File: config.mk
export PLATFORM = sky130hd
export DESIGN_NAME = gso_ram
export DESIGN_NICKNAME = d
export VERILOG_FILES = /design/src/hw/rtl/gso_ram.sv
export SDC_FILE = /design/constraint.sdc
export NUM_CORES = 2
export LEC_CHECK = 0
export BUFFER_PORTS_ARGS = -buffer_cell sky130_fd_sc_hd__buf_2
export CORE_ASPECT_RATIO = 1.4
export CORE_MARGIN = 5
export CORE_UTILIZATION = 55
export CTS_BUF_LIST = sky130_fd_sc_hd__clkbuf_16
export DETAILED_ROUTE_END_ITERATION = 12
export GPL_ROUTABILITY_DRIVEN = 0
export PLACE_DENSITY = 0.77
export SETUP_SLACK_MARGIN = 0.15
export SLEW_MARGIN = 30
export SYNTH_ARGS = -nofsm -noshare
export SYNTH_HDL_FRONTEND = slang
export SYNTH_SLANG_ARGS = --single-unit
File: constraint.sdc
create_clock -name aclk -period 4.9 [get_ports aclk]
set_clock_uncertainty 0.1 [all_clocks]
set_input_delay 1.225 -clock aclk [delete_from_list [all_inputs] [get_ports aclk]]
set_output_delay 1.225 -clock aclk [all_outputs]
set_load 0.01 [all_outputs]
File: src/hw/rtl/gso_ram.sv
// ----------------------------------------------------------------------------
// gso_ram
// Simple dual-port RAM: one write port, one read port, registered read data.
// ----------------------------------------------------------------------------
module gso_ram #(
    parameter int WIDTH = 32,
    parameter int DEPTH = 64
) (
    input  logic                     aclk,
    input  logic                     wr_en,
    input  logic [$clog2(DEPTH)-1:0] wr_addr,
    input  logic [WIDTH-1:0]         wr_data,
    input  logic [$clog2(DEPTH)-1:0] rd_addr,
    output logic [WIDTH-1:0]         rd_data
);

    logic [WIDTH-1:0] mem [DEPTH];

    always_ff @(posedge aclk) begin
        if (wr_en) begin
            mem[wr_addr] <= wr_data;
        end
        rd_data <= mem[rd_addr];
    end

endmodule

Yosys cells after proc, flatten, opt, wreduce, memory -nomap -nowiden

Memories as Yosys holds them, arrays and structs flattened. A register that Yosys moved wholly into a read port is not among the register bits.
Cells that the tools add are included.

Muxes and demuxes: 2

Operators with widths:

| kind   | number |
|---|---|
| $mux 1 | 2 |

Register bits after elaboration: 0
Output and inout bits: 32
Input bits: 46
Bits in writable memories: 2048
Memories kept: 1
Word-level logic and storage cells: 3

Memory list:

| name | depth | width | rd ports | clocked after Yosys merged registers in | write ports | RTL line | source |
|---|---|---|---|---|---|---|---|
| mem  | 64    | 32    | 1        | 1                                       | 1           | 17       | `logic [WIDTH-1:0] mem [DEPTH];` |

Longest topological paths before layout

Depth after elaboration: 2
Depth in mapped cells: 10
Depth with buffers taken out: 5

Worst setup path after synthesis

Ideal clock, no wire load.

Path type: input -> register
From: input port wr_addr[3]
To: memory mem[48][0] (enable)
Stages: 4
Data arrival time: 3.924 ns
Path slack: 0.415 ns
Cell sequence: clkbuf_1 -> nor2b_1 -> nand4b_1 -> nor3_1

RTL lines:

| what        | RTL line | source |
|---|---|---|
| from (decl) | 11       | `input logic [$clog2(DEPTH)-1:0] wr_addr,` |
| to (decl)   | 17       |  |

Straight into the memory's write port.

==> impl_metrics.py <==
metrics = {
    "run_status": {
        "run_status": "complete, no violations",
    },
    "cells_and_area": {
        "layout-area-overhead-vs-synth_pct": 13.1,
        "design.final.nets": 3647,
        "final_common_cell": "edfxtp_1",
        "most_frequent_cells_in_the_layout": "2048 x edfxtp_1, 544 x mux4_2, 185 x buf_4, 184 x clkbuf_16, 93 x mux2i_1",
        "area.sequential_um2": 62100,
        "fillerInstances": 9013,
        "fin_area_um2": 88800,
        "multi_input_comb_area_um2": 16000,
        "drive_above_1_share_pct": 30.4,
    },
    "pwr": {
        "power_per_cell_area_nw_per_um2": 400,
        "leakagePower_nw": 27.8,
        "power.ir.vdd_worst_mv": 0.394,
    },
    "logic_synthesis": {
        "ys_async_sr_fraction_pct": 0,
        "yosys.cell_types.count": 34,
        "synth_edf_count": 2048,
        "synth_cells": 3324,
        "cell_area_synth_um2": 78500,
        "syn_nets": 3370,
        "synth-warning-count": 0,
        "synth_seq_cells": 2080,
        "synth_seq_area_share_pct": 79.1,
        "synth.avg_cell_area_um2": 23.6,
        "ys.flop_type": "edfxtp_1",
    },
    "floorplanning": {
        "die_width_um": 329,
        "initial_core_util_pct": 55.1,
        "fp.coreArea_um2": 142000,
        "die-area_um2": 151000,
        "rows": 164,
        "pin_count": 78,
        "fp.dieH_um": 457,
    },
    "global_route": {
        "via_count_of_the_first_global_routing_pass": 39800,
        "grt.overflow.total": 0,
        "grt_usage_pct": 27.9,
        "grt_antenna_before_repair": 13,
        "grt_max_degree": 71,
        "grt_first_pass_wirelength_mm": 295,
    },
    "critical_path": {
        "worst_ep_required_time_ns": 5.43,
        "cp.arrival_ns": 4.35,
        "crit_path_end_kind": "flop",
        "cp_top_family": "buffers and inverters",
        "worst-setup-path-type": "in2reg",
        "critPathMaxStageDelay_ns": 0.85,
        "cp_common_cell": "mux4_2",
        "cpMaxStageDelayCell": "o22ai_1",
        "crit_chain": "buf_8 > buf_4 > mux4_2 > mux4_2 > o22ai_1 > nor2_1",
        "worstSetupStartpointType": "input pin",
        "critical_path_buf_inv_count": 2,
        "path_max_fanout": 62,
    },
    "sta": {
        "max_clock_freq_mhz": 262,
        "max_slew_margin_pct": 25.5,
        "rsz0062_at_grt": "no",
        "finalHoldViolCount": 0,
        "fin_crit_ns": 3.82,
        "fin_tns_setup_ns": 0,
        "layout_worst_path_cycle_share_pct": 78.0,
        "finalSetupViolations": 0,
        "maxSlewViolCount": 0,
        "worst-slew-pin-transition_ns": 1.12,
    },
    "clock_tree": {
        "cts_resized": 0,
        "cts_max_level": 4,
        "clock_sink_count": 2080,
        "worstSkewPairLatency_ns": 0.81,
        "cts.reportedPaths.clkPinSlew_ns": 0.07,
        "cts_buffers": 178,
        "cts_setup_buffers": 0,
        "cts_buffer_depth": 3,
        "hold_buffers": 0,
        "clockRootBuffer": "clkbuf_16",
        "tritoncts": "done",
    },
    "routing": {
        "1st_iter_drt_viols": 5825,
        "route.detailed.drc": 0,
        "num_vias": 38700,
        "drtAntennaViolNets": 0,
        "viasPerCell": 6.85,
        "postRouteWirelength_mm": 207,
        "first_pass_iters": 6,
        "routedWlPerCell_um": 36.6,
    },
    "worst_hold_path": {
        "worst_min_path_class": "reg2reg",
    },
    "flow_run": {
        "maxCapViolCount": 0,
    },
    "place": {
        "dpl_cell_area_um2": 83000,
        "detailed_placer_s_ending_hpwl_mm": 114,
        "io_buffers": 77,
    },
}
kinds of logic after synthesis:
| logic type | count (synthesis) | share of synthesized area (%) |
|---|---|---|
| flip-flops | 2080 | 79.1 |
| buffers and inverters | 182 | 1.13 |
| AND/OR/NAND/NOR | 223 | 1.27 |
| AO/OA/AOI/OAI | 202 | 1.67 |
| multiplexers | 637 | 16.8 |
flip-flops by register name, summed over array words and instances, names as in the netlist:
signal   cells
rd_data     32
mem       2048
per-stage QoR:
step	total power, W	setup WS (ns)	cells	hold WS (ns)	utilization [%]
floorplan	0.0211	0.415	3324	0.563	-
global placement	0.0219	0.281	5326	0.631	58.2
detailed placement	0.0220	0.271	5330	0.637	58.3
CTS	0.0356	1.09	5652	0.648	62.3
global route	0.0365	1.00	5653	0.727	62.3
finish	0.0355	1.08	5657	0.657	62.3
synth_stat cells, types with 5 or more instances:
cell type / count / area [um^2]
a22oi_1: 12 / 90.1
nand2_1: 26 / 97.6
nor2b_1: 15 / 93.8
nor3_1: 7 / 35.0
a21oi_1: 62 / 310
buf_4: 25 / 188
o221ai_1: 27 / 236
a311oi_1: 8 / 70.1
dfxtp_1: 32 / 641
buf_2: 57 / 285
nand2b_1: 8 / 50.1
edfxtp_1: 2048 / 61500
mux4_2: 544 / 12300
clkbuf_1: 74 / 278
mux2i_1: 93 / 931
buf_6: 5 / 56.3
nand3_1: 5 / 25.0
nor2_1: 137 / 514
nand3b_1: 5 / 37.5
buf_1: 21 / 78.8
o22ai_1: 84 / 526
final timing paths:
kind	end	slack, ns	depth (start not counted)	start
worst max register to register	rd_data[9]$_DFF_P_	2.28	4	mem[28][9]$_DFFE_PP_
worst max-delay path	rd_data[9]$_DFF_P_	1.08	6	rd_addr[0]
worst min-delay path	rd_data[17]$_DFF_P_	0.66	4	mem[12][17]$_DFFE_PP_
worst min register to register	rd_data[17]$_DFF_P_	0.66	4	mem[12][17]$_DFFE_PP_
routing by layer:
layer,GRT usage [%],vias up,share of wire (%),routed length (um)
li1,-,14800,-,-
met3,6.10,575,12,24200
met1,36.0,20300,33,67400
met4,13.1,12,5.7,11900
met2,45.7,3055,50,104000
met5,0,-,0.032,67
worst register-to-register path, cell delays in order, from the launching register on:
cell	delay [ns]
edfxtp_1	0.38
mux4_2	0.45
mux4_2	0.51
o22ai_1	0.87
nor2_1	0.14
final cells by class:
type                    instances  share of cell area [%]
flip-flops and latches       2080                    70.0
repair buffers                279                    2.91
clock buffers                 184                    5.19
well taps                    1909                    2.69
clock inverters               138                    1.20
multi-input cells            1062                    18.0
diodes                          5                  0.0141
report_power, final:
group          switching [W]  internal (W)
logic                0.00115      0.000712
registers          0.0000973        0.0197
clock network        0.00622       0.00764
total                0.00746        0.0280
(Power assumes the default switching activity.)
